## src/rtl/core/pdc_pkg.sv

```systemverilog
`timescale 1ns / 1ps
// pdc_pkg: shared types and constants for the pid position/delta controller
// no dependencies; every other file refers to it by scoped names

package pdc_pkg;

  // item operation codes
  typedef enum logic [1:0] {
    OP_CALC  = 2'd0,
    OP_CLEAR = 2'd1,
    OP_LOAD  = 2'd2
  } op_t;

  // configuration register indexes
  localparam int CFG_IDX_W = 4;

  typedef enum logic [CFG_IDX_W-1:0] {
    REG_MODE     = 4'd0,
    REG_GAIN_P   = 4'd1,
    REG_GAIN_I   = 4'd2,
    REG_GAIN_D   = 4'd3,
    REG_INT_HI   = 4'd4,
    REG_INT_LO   = 4'd5,
    REG_DRIVE_HI = 4'd6,
    REG_DRIVE_LO = 4'd7
  } cfg_idx_t;

  // controller modes
  localparam logic MODE_POS = 1'b0;
  localparam logic MODE_INC = 1'b1;

  // scaled products saturate to +-(2^60 - 1)
  localparam int PROD_W = 61;
  // three products summed exactly
  localparam int SUM_W  = PROD_W + 2;
  // held output plus product sum
  localparam int ACC_W  = SUM_W + 1;

  // per-stage control travelling down the pipeline
  typedef struct packed {
    logic valid;
    op_t  op;
  } ctl_t;

endpackage

```

## src/rtl/core/pdc_if.sv

```systemverilog


interface pdc_out_if #(
  parameter int DATA_WIDTH = 32
);
  logic                         valid;
  logic                         ready;
  logic signed [DATA_WIDTH-1:0] drive;
  logic signed [DATA_WIDTH-1:0] current_error;

  modport source (output valid, drive, current_error, input ready);
  modport sink   (input valid, drive, current_error, output ready);
endinterface


```

## src/rtl/core/pdc_drive.sv

```systemverilog
`timescale 1ns / 1ps
// pdc_drive: held output update, output saturation and clamp, result register
// depends on pdc_pkg and pdc_out_if

module pdc_drive #(
  parameter int DATA_WIDTH = 32
) (
  input  logic                             clk,
  input  logic                             rst_n,
  input  pdc_pkg::ctl_t                    ctl5,
  input  logic signed [DATA_WIDTH-1:0]     err5,
  input  logic signed [pdc_pkg::SUM_W-1:0] sum5,
  input  logic                             mode,
  input  logic signed [DATA_WIDTH-1:0]     drive_upper,
  input  logic signed [DATA_WIDTH-1:0]     drive_lower,
  output logic                             up_adv,
  pdc_out_if.source                        out_bus
);

  localparam int DW = DATA_WIDTH;
  localparam int AW = pdc_pkg::ACC_W;

  logic                 out_valid_r;
  logic signed [DW-1:0] held_r, err_r;
  logic signed [DW-1:0] held_nxt, acc_sat, acc_clamp;
  logic signed [AW-1:0] acc;
  logic                 adv, mv;

  assign adv    = !out_valid_r || out_bus.ready;
  assign mv     = ctl5.valid && adv;
  assign up_adv = adv;

  // incremental mode builds on the held output
  assign acc = ((mode == pdc_pkg::MODE_INC) ? AW'(held_r) : AW'(0)) + AW'(sum5);

  // saturate to the word, then clamp (lower limit wins)
  always_comb begin
    if ((&acc[AW-1:DW-1]) || !(|acc[AW-1:DW-1])) acc_sat = acc[DW-1:0];
    else if (acc[AW-1]) acc_sat = {1'b1, {(DW-1){1'b0}}};
    else                acc_sat = {1'b0, {(DW-1){1'b1}}};
    acc_clamp = acc_sat;
    if (acc_clamp >= drive_upper) acc_clamp = drive_upper;
    if (acc_clamp <= drive_lower) acc_clamp = drive_lower;
  end

  // next held output per operation
  always_comb begin
    held_nxt = held_r;
    unique case (ctl5.op)
      pdc_pkg::OP_CALC:  held_nxt = acc_clamp;
      pdc_pkg::OP_CLEAR: held_nxt = '0;
      default: ;
    endcase
  end

  // held output doubles as the result drive register
  always_ff @(posedge clk) begin
    if (!rst_n) begin
      out_valid_r <= 1'b0;
      held_r      <= '0;
    end else begin
      if (adv) out_valid_r <= ctl5.valid;
      if (mv)  held_r      <= held_nxt;
    end
  end

  always_ff @(posedge clk) begin
    if (mv) err_r <= err5;
  end

  assign out_bus.valid         = out_valid_r;
  assign out_bus.drive         = held_r;
  assign out_bus.current_error = err_r;

  // no result beat straight after reset
  a_reset_empty: assert property (@(posedge clk) !rst_n |=> !out_valid_r)
    else $error("result valid after reset");

  // a clear beat leaves a zero drive
  a_clear_zero: assert property (@(posedge clk) disable iff (!rst_n)
    mv && ctl5.op == pdc_pkg::OP_CLEAR |=> held_r == '0)
    else $error("drive not zero after clear");

  // a compute beat lands inside ordered drive limits
  a_calc_limits: assert property (@(posedge clk) disable iff (!rst_n)
    mv && ctl5.op == pdc_pkg::OP_CALC && drive_lower <= drive_upper
    |=> held_r >= $past(drive_lower) && held_r <= $past(drive_upper))
    else $error("drive outside limits after compute");

  // the result register is loaded whenever a beat moves in
  a_load_valid: assert property (@(posedge clk) disable iff (!rst_n)
    mv |=> out_valid_r)
    else $error("beat moved in without result valid");

endmodule

```

## src/flat_wrapper.sv

```systemverilog
// flat-port wrapper written by rule: the top's interface ports become plain ports
module pdc_drive_flat 
#(
  parameter int DATA_WIDTH = 32
)
  (clk, rst_n, ctl5, err5, sum5, mode, drive_upper, drive_lower, up_adv, out_bus_valid, out_bus_drive, out_bus_current_error, out_bus_ready);
  pdc_out_if #(.DATA_WIDTH(DATA_WIDTH)) out_bus_i ();
  input  logic clk;
  input  logic rst_n;
  input  pdc_pkg::ctl_t ctl5;
  input  logic signed [DATA_WIDTH-1:0] err5;
  input  logic signed [pdc_pkg::SUM_W-1:0] sum5;
  input  logic mode;
  input  logic signed [DATA_WIDTH-1:0] drive_upper;
  input  logic signed [DATA_WIDTH-1:0] drive_lower;
  output logic up_adv;
  output wire logic [$bits(out_bus_i.valid)-1:0] out_bus_valid;
  output wire logic [$bits(out_bus_i.drive)-1:0] out_bus_drive;
  output wire logic [$bits(out_bus_i.current_error)-1:0] out_bus_current_error;
  input wire logic [$bits(out_bus_i.ready)-1:0] out_bus_ready;
  assign out_bus_valid = out_bus_i.valid;
  assign out_bus_drive = out_bus_i.drive;
  assign out_bus_current_error = out_bus_i.current_error;
  assign out_bus_i.ready = out_bus_ready;
  pdc_drive #(.DATA_WIDTH(DATA_WIDTH)) u_core (.clk(clk), .rst_n(rst_n), .ctl5(ctl5), .err5(err5), .sum5(sum5), .mode(mode), .drive_upper(drive_upper), .drive_lower(drive_lower), .up_adv(up_adv), .out_bus(out_bus_i));
endmodule
```

## config.mk

```make
export PLATFORM = sky130hd
export DESIGN_NAME = pdc_drive_flat
export DESIGN_NICKNAME = d
export VERILOG_FILES = /design/src/rtl/core/pdc_pkg.sv /design/src/rtl/core/pdc_if.sv /design/src/rtl/core/pdc_drive.sv /design/src/flat_wrapper.sv
export SDC_FILE = /design/constraint.sdc
export NUM_CORES = 1
export LEC_CHECK = 0
export BUFFER_PORTS_ARGS = -buffer_cell sky130_fd_sc_hd__buf_2
export CORE_MARGIN = 3
export CORE_UTILIZATION = 57
export DETAILED_ROUTE_END_ITERATION = 12
export GPL_TIMING_DRIVEN = 0
export PLACE_DENSITY = 0.83
export SLEW_MARGIN = 40
export SYNTH_ARGS = -nofsm -noshare
export SYNTH_HDL_FRONTEND = slang
export SYNTH_SLANG_ARGS = --single-unit
```

## constraint.sdc

```tcl
create_clock -name clk -period 16.5 [get_ports clk]
set_clock_uncertainty 0.05 [all_clocks]
set_input_delay 4.95 -clock clk [delete_from_list [all_inputs] [get_ports clk]]
set_output_delay 4.95 -clock clk [all_outputs]
set_load 0.02 [all_outputs]
```

==> out/qor.yml <==
clock_network:
  cts_sinks: 65
  cts_tree: "yes"
  ctsRootBufferMaster: "clkbuf_16"
  cts_buffers: 9
  hold_buffers: 0
  clockBufferDepth: 2
  clkSlewWorstSetupHoldPaths_ns: 0.06
  clkLatencyLatePin_ns: 0.35
  htreeDepth: 3
finish:
  fin_nets: 1973
  drive_gt1_frac: 0.206
  fin_cells: 1941
  area_growth_pct: 17.9
routing:
  drtPass1Iterations: 6
  wl_per_cell_um: 22.7
  vias: 13300
  wirelength_um: 44100
  drtAntennaViolNets: 0
  drc_errors: 0
  vias_per_cell: 6.87
  drt_iter0_drc: 1929
logic_synthesis:
  synth_area_mm2: 0.0105
  syn_area_per_cell_um2: 7.12
  synth_top_family_by_area: "compound AO/OA/AOI/OAI gates"
  yosysSeqAreaShare: 0.154
  synth.ff_latch_count: 65
  yosys.area_share.simple: 0.297
  synth_edf_count: 32
  ys_warn_count: 0
  synthMuxAreaShare: 0.0107
  synthFlopType: "dfxtp_1"
  synthCells: 1474
  synth_xor_area_frac: 0.0526
  synth_cell_types: 94
  synth_fp_nets: 1737
  synthArstFlopShare: 0
  synthAdderAreaFrac: 0.116
  synth-compound-area-share: 0.305
timing:
  fin_tns_setup_ns: 0
  setup-violations-final: 0
  maxSlewHeadroom: 0.400
  hold_viol: 0
  finalCritPeriodShare: 0.971
  worst_pin_slew_ns: 0.878
  fmax_mhz: 62.4
  period_needed_ns: 16.03
  grt_setup_unrepaired: "false"
  finalMaxSlewViolations: 0
critical_path:
  critPathKind: "in2reg"
  cp_data_required_time_ns: 16.68
  regToRegEndpoint: "u_core.out_bus.drive[29]"
  crit_arrival_ns: 16.21
  rr_worst_depth: 42
  slowest_delay_ns: 0.50
  worstPathMaxFanout: 10
  crit_slowest_cell: "mux2i_2"
  cpMostUsedCell: "a21o_1"
  r2r_slack_ns: 4.69
  start_kind: "input port"
  end_kind: "register"
  r2r-start: "u_core.out_bus.drive[31]"
floorplanning:
  dieHeight_um: 142
  initial_utilization: 0.595
  die-area_mm2: 0.0201
  die_x_um: 142
  rows: 48
  io_pins: 232
  coreArea_mm2: 0.0177
power_and_ir_drop:
  ir_drop_v: 0.0000842
  p_leak_uw: 0.00553
  cellPowerDensity_mw_per_mm2: 68.3
min_path:
  hold_end: "u_core.out_bus.drive[4]"
  hold_path_depth: 2
  hold_path_class: "reg2reg"
  min-delay-start: "u_core.out_bus.drive[4]"
outcome:
  status: "completed"
grt:
  grt_first_pass_wirelength_um: 67300
  grt_usage: 0.421
  overflow: 0
  grt_pass1_vias: 12300
  antenna_found_initial: 1
  grt_max_degree: 33
job:
  drv_cap: 0
place:
  dp.cells: 1922
  place.gp.congestion: 1.07
  dp_hpwl_um: 36200
  io_buffers: 223
## report_power, final
group / internal [uW] / leakage, uW / switching (uW)
clock: 120 / 0.000145 / 87.6
sequential: 181 / 0.000578 / 8.41
combinational: 157 / 0.00480 / 291
total: 458 / 0.00553 / 387
## synth_stat cells, types with 6 or more instances
cell type  count  area (um2)
o21ai_1       29         145
inv_1         76         285
clkbuf_1      50         188
o211ai_1      15         113
buf_2         27         135
nand2b_1      17         106
ha_1          96        1200
nand4_1       45         282
nand3b_1      10        75.1
nand2_1      163         612
and2_1        47         294
or4_1          7        52.6
buf_1          8        30.0
nor2_1       150         563
a211oi_1      19         143
nor2b_1       19         119
a21boi_0       6        45.0
nor3_1        28         140
xor2_1        26         228
mux2i_1        9        90.1
nand3_1       31         155
o21ai_0       68         340
a22oi_1       11        82.6
o31ai_2       11         138
and3_1        13        81.3
o22ai_1       28         175
a21o_1        25         188
a21oi_1       90         450
edfxtp_1      32         961
and4_1         8        70.1
a211o_1        6        52.6
o21a_1        16         120
or2_2         14        87.6
xnor2_1       37         324
dfxtp_1       33         661
o31ai_1       17         128
and3b_1        7        61.3
or3_1         16         100
nor4_1        24         150
a31oi_1       19         119
o2111ai_1      7        61.3
a221o_1        8        80.1
## registers in the layout, indices dropped and copies added, names as in the netlist
name,cells
u_core.out_bus.current_error,32
u_core.out_bus.drive,32
u_core.out_bus.valid,1
## layout by cell type (no fill, tap or decap), types with 27 or more instances in the layout
master      n
inv_1      75
nand4_1    45
nand2_1   163
a21oi_1    88
nor2_1    149
buf_2     250
ha_1       96
nor3_1     27
clkbuf_1   43
and2_1     47
dfxtp_1    33
edfxtp_1   32
o22ai_1    28
o21ai_1    31
xnor2_1    37
nand3_1    30
o21ai_0    64
## what timing repair did
item,CTS,global route
buffers inserted,0,2
pin swaps,0,1
endpoints found under the setup margin,32,32
gates resized for setup,11,27
## worst max path at each step
stage | startpoint | end | slack, ns | cells after the start
floorplan | mode | u_core.out_bus.drive[23] | 2.19 | 48
global placement | mode | u_core.out_bus.drive[29] | -1.43 | 49
detailed placement | mode | u_core.out_bus.drive[29] | -1.36 | 45
CTS | mode | u_core.out_bus.drive[29] | 0.04 | 44
global route | mode | u_core.out_bus.drive[8] | 0.01 | 48
finish | mode | u_core.out_bus.drive[29] | 0.47 | 47
## through the flow
step | setup WS (ns) | hold slack (ns) | util | power [uW] | instance area (um2)
6_report | 0.472 | 0.432 | 0.701 | 845 | 12400
5_1_grt | 0.00958 | 0.468 | 0.701 | 887 | 12400
4_1_cts | 0.0415 | 0.428 | 0.695 | 820 | 12300
3_5_place_dp | -1.36 | 0.417 | 0.675 | 612 | 11900
3_3_place_gp | -1.43 | 0.411 | 0.674 | 603 | 11900
2_1_floorplan | 2.19 | 0.482 | - | 473 | 10500
## worst max-delay path, delay by kind of cell
kind                     cells  cell delay (ns)
AO/OA/AOI/OAI               20             4.64
buffers and inverters       12             3.29
AND/OR/NAND/NOR             10             1.86
adder cells (fa/ha/maj)      3             0.82
multiplexers                 2             0.65
## final cells by class
type                            count  area (um2)
Antenna cell                        1        2.50
Buffer                             88         395
Clock buffer                        9         225
Clock inverter                      7        82.6
Fill cell                        1547        5280
Inverter                           76         285
Multi-Input combinational cell   1245        8350
Sequential cell                    65        1620
Tap cell                          225         282
Timing Repair Buffer              225        1130
## logic make-up (layout without fill, tap and decap cells)
logic type                 Yosys count  after routing
muxes                               11             11
and+or+nand+nor                    616            616
AOI/OAI and AO/OA                  458            458
other                                0              1
adders and majority gates           97             97
buffers and inverters              164            405
DFF                                 65             65
xor gates and xnor gates            63             63
## metal layers
metal | wire [um] | vias up | global-route usage
met5 | 0 | - | 0
met4 | 1440 | 0 | 0.125
met3 | 6210 | 139 | 0.104
met2 | 18900 | 1050 | 0.645
met1 | 17600 | 6177 | 0.587
li1 | - | 5959 | -
(Power assumes the default switching activity.)
