### src/rtl/core/pdc_pkg.sv
`timescale 1ns / 1ps
// pdc_pkg: shared types and constants for the pid position/delta controller
// no dependencies; every other file refers to it by scoped names

package pdc_pkg;

  // item operation codes
  typedef enum logic [1:0] {
    OP_CALC  = 2'd0,
    OP_CLEAR = 2'd1,
    OP_LOAD  = 2'd2
  } op_t;

  // configuration register indexes
  localparam int CFG_IDX_W = 4;

  typedef enum logic [CFG_IDX_W-1:0] {
    REG_MODE     = 4'd0,
    REG_GAIN_P   = 4'd1,
    REG_GAIN_I   = 4'd2,
    REG_GAIN_D   = 4'd3,
    REG_INT_HI   = 4'd4,
    REG_INT_LO   = 4'd5,
    REG_DRIVE_HI = 4'd6,
    REG_DRIVE_LO = 4'd7
  } cfg_idx_t;

  // controller modes
  localparam logic MODE_POS = 1'b0;
  localparam logic MODE_INC = 1'b1;

  // scaled products saturate to +-(2^60 - 1)
  localparam int PROD_W = 61;
  // three products summed exactly
  localparam int SUM_W  = PROD_W + 2;
  // held output plus product sum
  localparam int ACC_W  = SUM_W + 1;

  // per-stage control travelling down the pipeline
  typedef struct packed {
    logic valid;
    op_t  op;
  } ctl_t;

endpackage

### src/rtl/core/pdc_if.sv


interface pdc_cfg_if #(
  parameter int DATA_WIDTH = 32
);
  logic                             valid;
  logic                             ready;
  logic [pdc_pkg::CFG_IDX_W-1:0]    index;
  logic [DATA_WIDTH-1:0]            data;

  modport source (output valid, index, data, input ready);
  modport sink   (input valid, index, data, output ready);
endinterface

### src/rtl/core/pdc_cfg_regs.sv
`timescale 1ns / 1ps
// pdc_cfg_regs: mode, gain and limit registers written over the config channel
// depends on pdc_pkg and pdc_cfg_if

module pdc_cfg_regs #(
  parameter int DATA_WIDTH = 32
) (
  input  logic                         clk,
  input  logic                         rst_n,
  pdc_cfg_if.sink                      cfg_bus,
  output logic                         mode,
  output logic signed [DATA_WIDTH-1:0] gain_p,
  output logic signed [DATA_WIDTH-1:0] gain_i,
  output logic signed [DATA_WIDTH-1:0] gain_d,
  output logic signed [DATA_WIDTH-1:0] integral_upper,
  output logic signed [DATA_WIDTH-1:0] integral_lower,
  output logic signed [DATA_WIDTH-1:0] drive_upper,
  output logic signed [DATA_WIDTH-1:0] drive_lower
);

  localparam logic [DATA_WIDTH-1:0] WMAX = {1'b0, {(DATA_WIDTH-1){1'b1}}};
  localparam logic [DATA_WIDTH-1:0] WMIN = {1'b1, {(DATA_WIDTH-1){1'b0}}};

  logic                  mode_r;
  logic [DATA_WIDTH-1:0] gain_p_r, gain_i_r, gain_d_r;
  logic [DATA_WIDTH-1:0] int_hi_r, int_lo_r, drive_hi_r, drive_lo_r;

  // writes are always taken
  assign cfg_bus.ready = 1'b1;

  // register file, full-range limits after reset
  always_ff @(posedge clk) begin
    if (!rst_n) begin
      mode_r     <= pdc_pkg::MODE_POS;
      gain_p_r   <= '0;
      gain_i_r   <= '0;
      gain_d_r   <= '0;
      int_hi_r   <= WMAX;
      int_lo_r   <= WMIN;
      drive_hi_r <= WMAX;
      drive_lo_r <= WMIN;
    end else if (cfg_bus.valid) begin
      unique case (pdc_pkg::cfg_idx_t'(cfg_bus.index))
        pdc_pkg::REG_MODE:     mode_r     <= cfg_bus.data[0];
        pdc_pkg::REG_GAIN_P:   gain_p_r   <= cfg_bus.data;
        pdc_pkg::REG_GAIN_I:   gain_i_r   <= cfg_bus.data;
        pdc_pkg::REG_GAIN_D:   gain_d_r   <= cfg_bus.data;
        pdc_pkg::REG_INT_HI:   int_hi_r   <= cfg_bus.data;
        pdc_pkg::REG_INT_LO:   int_lo_r   <= cfg_bus.data;
        pdc_pkg::REG_DRIVE_HI: drive_hi_r <= cfg_bus.data;
        pdc_pkg::REG_DRIVE_LO: drive_lo_r <= cfg_bus.data;
        default: ;
      endcase
    end
  end

  assign mode           = mode_r;
  assign gain_p         = $signed(gain_p_r);
  assign gain_i         = $signed(gain_i_r);
  assign gain_d         = $signed(gain_d_r);
  assign integral_upper = $signed(int_hi_r);
  assign integral_lower = $signed(int_lo_r);
  assign drive_upper    = $signed(drive_hi_r);
  assign drive_lower    = $signed(drive_lo_r);

endmodule

### src/flat_wrapper.sv
// flat-port wrapper written by rule: the top's interface ports become plain ports
module pdc_cfg_regs_flat 
#(
  parameter int DATA_WIDTH = 32
)
  (clk, rst_n, mode, gain_p, gain_i, gain_d, integral_upper, integral_lower, drive_upper, drive_lower, cfg_bus_valid, cfg_bus_index, cfg_bus_data, cfg_bus_ready);
  pdc_cfg_if #(.DATA_WIDTH(DATA_WIDTH)) cfg_bus_i ();
  input  logic clk;
  input  logic rst_n;
  output logic mode;
  output logic signed [DATA_WIDTH-1:0] gain_p;
  output logic signed [DATA_WIDTH-1:0] gain_i;
  output logic signed [DATA_WIDTH-1:0] gain_d;
  output logic signed [DATA_WIDTH-1:0] integral_upper;
  output logic signed [DATA_WIDTH-1:0] integral_lower;
  output logic signed [DATA_WIDTH-1:0] drive_upper;
  output logic signed [DATA_WIDTH-1:0] drive_lower;
  input wire logic [$bits(cfg_bus_i.valid)-1:0] cfg_bus_valid;
  input wire logic [$bits(cfg_bus_i.index)-1:0] cfg_bus_index;
  input wire logic [$bits(cfg_bus_i.data)-1:0] cfg_bus_data;
  output wire logic [$bits(cfg_bus_i.ready)-1:0] cfg_bus_ready;
  assign cfg_bus_i.valid = cfg_bus_valid;
  assign cfg_bus_i.index = cfg_bus_index;
  assign cfg_bus_i.data = cfg_bus_data;
  assign cfg_bus_ready = cfg_bus_i.ready;
  pdc_cfg_regs #(.DATA_WIDTH(DATA_WIDTH)) u_core (.clk(clk), .rst_n(rst_n), .cfg_bus(cfg_bus_i), .mode(mode), .gain_p(gain_p), .gain_i(gain_i), .gain_d(gain_d), .integral_upper(integral_upper), .integral_lower(integral_lower), .drive_upper(drive_upper), .drive_lower(drive_lower));
endmodule
### config.mk
export PLATFORM = sky130hd
export DESIGN_NAME = pdc_cfg_regs_flat
export DESIGN_NICKNAME = d
export VERILOG_FILES = /design/src/rtl/core/pdc_pkg.sv /design/src/rtl/core/pdc_if.sv /design/src/rtl/core/pdc_cfg_regs.sv /design/src/flat_wrapper.sv
export SDC_FILE = /design/constraint.sdc
export NUM_CORES = 1
export LEC_CHECK = 0
export BUFFER_PORTS_ARGS = -buffer_cell sky130_fd_sc_hd__clkbuf_2
export CAP_MARGIN = 20
export CELL_PAD_IN_SITES_DETAIL_PLACEMENT = 2
export CELL_PAD_IN_SITES_GLOBAL_PLACEMENT = 2
export CORE_MARGIN = 2
export CORE_UTILIZATION = 25
export DETAILED_ROUTE_END_ITERATION = 16
export PLACE_DENSITY_LB_ADDON = 0.1
export SLEW_MARGIN = 20
export SYNTH_ARGS = -nofsm -noshare
export SYNTH_HDL_FRONTEND = slang
export SYNTH_SLANG_ARGS = --single-unit
export TNS_END_PERCENT = 30
### constraint.sdc
create_clock -name clk -period 1.55 [get_ports clk]
set_clock_uncertainty 0.1 [all_clocks]
set_input_delay 0.155 -clock clk [delete_from_list [all_inputs] [get_ports clk]]
set_output_delay 0.155 -clock clk [all_outputs]
set_load 0.01 [all_outputs]
==> impl_metrics.json, run 1 <==
{
  "viasPerCell": 4.32,
  "area_growth_pct": 37.9,
  "period_minus_slack_ns": 1.46,
  "leakage_nw": 5.54,
  "clock_sink_count": 225,
  "cts_tree": "yes",
  "nets": 1151,
  "yosys.area_share.simple": 0.167,
  "ys_ff_latch": 225,
  "grt_usage": 0.167,
  "drtIter0Drc": 98,
  "crit_fanout": 11,
  "avgSynthCellArea_um2": 10.5,
  "dieHeight_um": 188,
  "cts_buffer_depth": 3,
  "fin_hold_ws_ns": 0.0546,
  "first_global_vias": 7364,
  "hp-class": "in -> reg",
  "fin_setup_tns_ns": 0,
  "synthAdderAreaFrac": 0,
  "required_ns": 1.90,
  "dr_total_vias": 6823,
  "finalCritPeriodShare": 0.944,
  "syn_nets": 851,
  "detail-route-antenna-nets": 0,
  "clock_latency_ns": 0.52,
  "synthMuxAreaShare": 0.265,
  "synth_flop_cell": "dfxtp_1",
  "wirelength_um": 30100,
  "cp-end-kind": "flop",
  "start_util": 0.254,
  "drt-pass1-iter-count": 4,
  "gr-total-overflow": 0,
  "rsz0062_at_grt": "false",
  "cts_buffers": 27,
  "synthCells": 812,
  "antenna_found_initial": 0,
  "gp_congestion": 0.721,
  "cts.htree.levels": 1,
  "core-area_um2": 33400,
  "synth.distinct_cells": 21,
  "setup_viol": 0,
  "grt_pass1_wl_um": 45700,
  "synth-edff-count": 0,
  "synth_common_cells": "dfxtp_1 (225), mux2i_1 (225), nand2_1 (196), nor2b_1 (96), buf_2 (26)",
  "drive_gt1_frac": 0.302,
  "outcome": "complete, no violations",
  "grt_max_degree": 43,
  "port_buffers": 263,
  "synth_area_leader_cell": "dfxtp_1",
  "pin_count": 265,
  "synth_compound_area_frac": 0,
  "synth_top_family_by_area": "multiplexers",
  "p_total_w": 0.0127,
  "path_clk_slew_ns": 0.06,
  "critical_path_class": "in -> reg",
  "clock-root-buffer": "clkbuf_16",
  "seqCellArea_um2": 4500,
  "max_freq_ghz": 0.684,
  "die-area_um2": 35400,
  "syn_area_um2": 8490,
  "ys_seq_area_frac": 0.531,
  "synthXorXnorAreaFrac": 0,
  "multi_input_area_um2": 3700,
  "core.rowCount": 67,
  "synthTopCellsByArea": "dfxtp_1 (53%), mux2i_1 (27%), nand2_1 (8.7%)",
  "async_flop_share": 0,
  "dpl.hpwl_um": 21600,
  "hold_viol": 0,
  "die_w_um": 188,
  "crit_arrival_ns": 1.82,
  "synth_top_area_share": 0.531,
  "antenna_cells": 0,
  "yosysWarnings": 0,
  "p_per_area_nw_per_um2": 1090,
  "drc": 0,
  "routedWlPerCell_um": 19.1,
  "maxSlewViolCount": 0,
  "n_fill_cell": 3684,
  "maxCapViolations": 0,
  "ir_drop_mv": 0.682,
  "critPathLaunchType": "primary input"
}
-- layout make-up --
type,instances,area share
Clock inverter,7,0.00331
Clock buffer,42,0.0677
Multi-Input combinational cell,529,0.316
Timing Repair Buffer,329,0.180
Tap cell,448,0.0479
Sequential cell,225,0.385
-- path summary, 6_finish.rpt --
kind	startpoint	depth (start not counted)	slack, ns	endpoint
max	cfg_bus_index[2]	7	0.09	u_core.integral_lower[10]$_SDFFE_PN0P_
min	cfg_bus_index[1]	4	0.05	u_core.mode$_SDFFE_PN0P_
max reg2reg	u_core.integral_upper[7]$_SDFFE_PN1P_	2	0.81	u_core.integral_upper[7]$_SDFFE_PN1P_
min reg2reg	u_core.drive_lower[17]$_SDFFE_PN0P_	2	0.36	u_core.drive_lower[17]$_SDFFE_PN0P_
-- through the flow --
step	setup WS, ns	utilization	instances	cell area [µm²]
after floorplan	0.305	-	812	8490
after global placement	0.0667	0.313	1492	10500
after detailed placement	0.000300	0.313	1492	10500
after CTS	0.0432	0.348	1577	11700
after global routing	0.0170	0.350	1580	11700
final	0.0875	0.350	1580	11700
-- flip-flops by register name, indices dropped and copies added, names as in the netlist --
signal / flops
u_core.integral_lower: 32
u_core.gain_i: 32
u_core.mode: 1
u_core.gain_d: 32
u_core.gain_p: 32
u_core.drive_upper: 32
u_core.drive_lower: 32
u_core.integral_upper: 32
-- placed cells by master (no fill, tap or decap), drive strengths merged, types with 2 or more instances in the layout --
cell and count:
nor2b 97, clkinv 6, dfxtp 225, clkbuf 305, nor3b 2, nand3 2, nor2 2, mux2i 225
buf 30, dlygate4sd3 36, nand2 196
-- timing repair --
action / 4_1_cts / 5_1_grt
setup buffers: 0 / 2
gates resized for setup: 0 / 3
hold buffers: 36 / 0
hold endpoints to repair: 150 / 0
endpoints found under the setup margin: 0 / 32
-- worst max-delay path: stages --
cell           delay, ns
dlygate4sd3_1       0.55
buf_4               0.15
nand3b_1            0.14
nor3b_4             0.27
buf_4               0.17
buf_12              0.16
mux2i_1             0.20
-- per-layer routing --
layer	up-vias	routed length, µm	global-route usage
li1	3259	-	-
met1	3341	12300	0.191
met4	0	569	0.0360
met3	42	2240	0.0512
met2	181	15100	0.303
met5	-	0	0
-- cells by family after synthesis --
group	Yosys count
muxes	225
other	1
DFF	225
buffers and inverters	58
and+or+nand+nor	303
-- where the power goes --
group	switching, W	internal [W]
Combinational	0.000472	0.000345
Sequential	0.0000422	0.00586
Clock	0.00253	0.00349
Total	0.00304	0.00970
Power figures use the tool's default switching activity.
==> run 2, diff against run 1 <==
BUFFER_PORTS_ARGS = -buffer_cell sky130_fd_sc_hd__buf_4   (was -buffer_cell sky130_fd_sc_hd__clkbuf_2)
==> run 2 against run 1 <==
Sequential power is essentially flat. Final cell count down 0.13%. Count of clock-buffer cells in the layout increased by 1. Hold slack better by 0.30 ns. Global-route usage grew 0.18 points. Cell area increased by 6.1%. Highest routed layer unchanged.
==> impl_metrics.json, run 2 (synthesis gave the netlist of run 1 again) <==
{
  "cp-end-kind": "flop",
  "port_buffers": 263,
  "drc": 0,
  "start_util": 0.254,
  "gp_congestion": 0.697,
  "outcome": "complete, no violations",
  "path_cells": "dlygate4sd3_1, nand3b_1, buf_4, nor2_4, buf_12, buf_12, mux2i_1",
  "crit_top_cell": "buf_12",
  "antenna_found_initial": 0,
  "ir_drop_mv": 0.701,
  "area_growth_pct": 46.4,
  "hold_viol": 0,
  "fin_hold_ws_ns": 0.358,
  "cts_buffers": 27,
  "finalCritPeriodShare": 0.972,
  "required_ns": 1.90,
  "grt_pass1_wl_um": 46100,
  "finish.utilization": 0.371,
  "wirelength_um": 30900,
  "clock_sink_count": 225,
  "viasPerCell": 4.32,
  "crit_fanout": 13,
  "drt-pass1-iter-count": 4,
  "cts_tree": "yes",
  "period_minus_slack_ns": 1.51,
  "dieHeight_um": 188,
  "grt_max_degree": 51,
  "critPathLaunchType": "primary input",
  "n_fill_cell": 3615,
  "layout_commonest_cell": "buf_4",
  "setup_viol": 0,
  "leakage_nw": 5.74,
  "nets": 1149,
  "p_per_area_nw_per_um2": 1040,
  "hp-class": "reg -> reg",
  "maxSlewViolCount": 0,
  "path_clk_slew_ns": 0.06,
  "critical_path_class": "in -> reg",
  "die_w_um": 188,
  "max_freq_ghz": 0.664,
  "maxCapViolations": 0,
  "core.rowCount": 67,
  "instances_no_fill": 1578,
  "final_cell_mix": "buf_4 (267), dfxtp_1 (225), mux2i_1 (224)",
  "antenna_cells": 0,
  "routedWlPerCell_um": 19.6,
  "drive_gt1_frac": 0.301,
  "cts.htree.levels": 1,
  "die-area_um2": 35400,
  "core-area_um2": 33400,
  "clock_latency_ns": 0.52,
  "pin_count": 265,
  "dpl.hpwl_um": 21500,
  "first_global_vias": 7354,
  "crit_arrival_ns": 1.85,
  "dr_total_vias": 6821,
  "grt_usage": 0.168,
  "gr-total-overflow": 0,
  "detail-route-antenna-nets": 0,
  "timing.critical_path.slowest_cell_delay_ns": 0.62,
  "cts_buffer_depth": 3,
  "dp_cells": 1487,
  "drtIter0Drc": 217,
  "slowest_stage": "dlygate4sd3_1",
  "clock-root-buffer": "clkbuf_16"
}
run 2: cell types whose count changed in the layout (fill, tap and decap cells not counted), sizes merged:
cell and delta:
clkbuf -259, buf +256, dlygate4sd3 +2, clkinv -1
run 2: cell type report:
type / count / area (µm²) / area share
multi-input combinational: 529 / 3700 / 0.298
sequential: 225 / 4500 / 0.363
clock inverter: 6 / 33.8 / 0.00272
tap: 448 / 561 / 0.0451
timing repair buffer: 327 / 2800 / 0.226
clock buffer: 43 / 816 / 0.0657
run 2: final timing paths:
path / startpoint / endpoint / slack, ns / cells past startpoint
worst min-delay path: u_core.integral_lower[0]$_SDFFE_PN0P_ / u_core.integral_lower[0]$_SDFFE_PN0P_ / 0.36 / 2
worst max register to register: u_core.drive_lower[30]$_SDFFE_PN0P_ / u_core.drive_lower[30]$_SDFFE_PN0P_ / 0.79 / 2
worst max-delay path: cfg_bus_index[3] / u_core.drive_lower[10]$_SDFFE_PN0P_ / 0.04 / 7
worst min register to register: u_core.integral_lower[0]$_SDFFE_PN0P_ / u_core.integral_lower[0]$_SDFFE_PN0P_ / 0.36 / 2
run 2: repair_timing:
item                                    4_1_cts  5_1_grt
hold buffers                                 38        0
endpoints found under the hold margin       144        0
gates resized for setup                       0        7
endpoints found under the setup margin        0       31
buffers inserted                              0        2
run 2: metal layers:
metal,global-route usage,vias to the layer above,wire length [µm]
met2,0.305,176,15600
met3,0.0501,27,2160
li1,-,3263,-
met5,0,-,0
met4,0.0351,0,425
met1,0.196,3355,12800
run 2: where the power goes:
| group | switching [W] | internal (W) | leakage [nW] | total (W) |
|---|---|---|---|---|
| registers | 0.0000433 | 0.00586 | 1.82 | 0.00590 |
| clock network | 0.00251 | 0.00358 | 0.424 | 0.00609 |
| logic | 0.000478 | 0.000409 | 3.50 | 0.000887 |
| total | 0.00303 | 0.00985 | 5.74 | 0.0129 |
run 2: worst max-delay path: cells and delay by family:
kind	cells	cell delay [ns]
mux	1	0.19
buf+inv	4	1.10
simple gates	2	0.38
run 2: metrics by stage:
stage	power (W)	area [µm²]	TNS, ns	worst slack (ns)
global placement	0.00685	11100	0	0.106
floorplan	0.00642	8490	0	0.305
global route	0.0135	12400	-0.0262	-0.0111
CTS	0.0131	12300	0	0.00367
finish	0.0129	12400	0	0.0437
detailed placement	0.00685	11100	0	0.0286
==> run 3, diff against run 2 <==
CORE_ASPECT_RATIO = 0.5   (was not set)
==> run 3 against run 2 <==
Wire length down 3.9%. Maximum frequency up 0.90%. Clock power fell by 3.8%. Critical path depth did not move. Global-route usage fell by 0.63 points. Power shrank 2.0%. Largest power group is now sequential cells. Highest routed layer unchanged.
==> impl_metrics.json, run 3 (synthesis gave the netlist of run 1 again) <==
{
  "slowest_stage": "dlygate4sd3_1",
  "outcome": "complete, no violations",
  "setup_viol": 0,
  "instances_no_fill": 1563,
  "min_from": "cfg_bus_valid",
  "leakage_nw": 5.69,
  "timing.rr.end": "u_core.integral_upper[0]$_SDFFE_PN1P_",
  "maxCapViolations": 0,
  "wirelength_um": 29700,
  "cp-end-kind": "flop",
  "max_freq_ghz": 0.670,
  "timing.critical_path.slowest_cell_delay_ns": 0.54,
  "required_ns": 1.89,
  "p_per_area_nw_per_um2": 1030,
  "drc": 0,
  "multi_input_area_um2": 3700,
  "finish.utilization": 0.370,
  "layout_commonest_cell": "buf_4",
  "fin_setup_tns_ns": 0,
  "first_global_vias": 7321,
  "path_clk_slew_ns": 0.06,
  "nets": 1145,
  "drt-pass1-iter-count": 4,
  "area_growth_pct": 45.0,
  "critical_path_class": "in -> reg",
  "dieHeight_um": 134,
  "cts.htree.levels": 1,
  "crit_fanout": 16,
  "seqCellArea_um2": 4500,
  "crit_arrival_ns": 1.83,
  "start_util": 0.255,
  "dp_cells": 1481,
  "clock_latency_ns": 0.51,
  "dpl.hpwl_um": 21200,
  "critPathLaunchType": "primary input",
  "gp_congestion": 0.728,
  "detail-route-antenna-nets": 0,
  "finalCritPeriodShare": 0.963,
  "min_path_cells": 4,
  "routedWlPerCell_um": 19.0,
  "r2r_cells": 2,
  "crit_top_cell": "buf_4",
  "rsz0062_at_grt": "false",
  "maxSlewViolCount": 0,
  "drive_gt1_frac": 0.299,
  "clock-root-buffer": "clkbuf_16",
  "gr-total-overflow": 0,
  "grt_usage": 0.162,
  "grt_max_degree": 64,
  "dr_total_vias": 6771,
  "reg2reg_slack_ns": 0.75,
  "grt_pass1_wl_um": 44700,
  "port_buffers": 263,
  "clock_sink_count": 225,
  "hold_viol": 0,
  "pin_count": 265,
  "final_cell_mix": "buf_4 (272), mux2i_1 (225), dfxtp_1 (225)",
  "antenna_found_initial": 0,
  "ir_drop_mv": 0.773,
  "hp-class": "in -> reg",
  "cts_tree": "yes",
  "drtIter0Drc": 167,
  "die_w_um": 265,
  "r2r-start": "u_core.integral_upper[0]$_SDFFE_PN1P_",
  "min_to": "u_core.mode$_SDFFE_PN0P_",
  "antenna_cells": 0,
  "n_fill_cell": 3550,
  "core.rowCount": 47,
  "cts_buffer_depth": 3,
  "path_cells": "dlygate4sd3_1, buf_4, nand3b_1, nor3b_4, buf_4, buf_12, mux2i_1",
  "cts_buffers": 24,
  "viasPerCell": 4.33,
  "die-area_um2": 35500,
  "period_minus_slack_ns": 1.49,
  "core-area_um2": 33200
}
==> run 3: changes by cell type in the layout (fill, tap and decap cells not counted), sizes merged <==
cell	before	now
bufinv	0	1
buf	286	287
clkinvlp	0	1
clkinv	5	3
inv	1	0
dlygate4sd3	38	37
clkbuf	46	39
==> run 3: area by class of cell <==
type	count	area share
Clock inverter	5	0.00427
Clock buffer	37	0.0602
Tap cell	441	0.0449
Timing Repair Buffer	326	0.224
Sequential cell	225	0.366
Multi-Input combinational cell	529	0.301
==> run 3: metrics by stage <==
step                total power [W]  setup slack (ns)  cell area (µm²)  hold slack, ns
floorplan                   0.00642             0.305             8490           0.225
global placement            0.00682            0.0519            11100           0.325
detailed placement          0.00684           -0.0382            11100           0.350
CTS                          0.0129            0.0294            12300         0.00958
global route                 0.0132           0.00626            12300          0.0306
finish                       0.0126            0.0572            12300          0.0388
==> run 3: what timing repair did <==
| action | CTS | global route |
|---|---|---|
| endpoints found under the setup margin | 0 | 27 |
| hold endpoints to repair | 186 | 0 |
| hold buffers | 37 | 0 |
| setup buffers | 0 | 2 |
| gates resized for setup | 0 | 1 |
==> run 3: worst max path at each step <==
stage,start,endpoint,slack (ns),cells past startpoint
2_1_floorplan,cfg_bus_valid,u_core.integral_upper[10]$_SDFFE_PN1P_,0.30,6
3_3_place_gp,cfg_bus_index[3],u_core.integral_lower[23]$_SDFFE_PN0P_,0.05,5
3_5_place_dp,cfg_bus_index[3],u_core.integral_lower[31]$_SDFFE_PN1P_,-0.04,5
4_1_cts,cfg_bus_index[2],u_core.integral_lower[31]$_SDFFE_PN1P_,0.03,6
5_1_grt,cfg_bus_index[2],u_core.integral_lower[11]$_SDFFE_PN0P_,0.006,7
6_report,cfg_bus_index[2],u_core.integral_lower[11]$_SDFFE_PN0P_,0.06,7
==> run 3: power breakdown <==
part	switching, W	internal, W
Clock	0.00241	0.00344
Sequential	0.0000453	0.00586
Combinational	0.000458	0.000412
Total	0.00292	0.00971
==> run 3: critical path, delay by kind of cell <==
family,cells,cell delay (ns)
buf+inv,4,1.07
mux,1,0.23
simple gates,2,0.37
==> run 3: per-layer routing <==
| layer | vias to the layer above | GRT usage | share of wire |
|---|---|---|---|
| li1 | 3258 | - | - |
| met1 | 3400 | 0.176 | 0.40 |
| met2 | 89 | 0.329 | 0.56 |
| met3 | 24 | 0.0296 | 0.029 |
| met4 | 0 | 0.0294 | 0.014 |
| met5 | - | 0 | 0 |
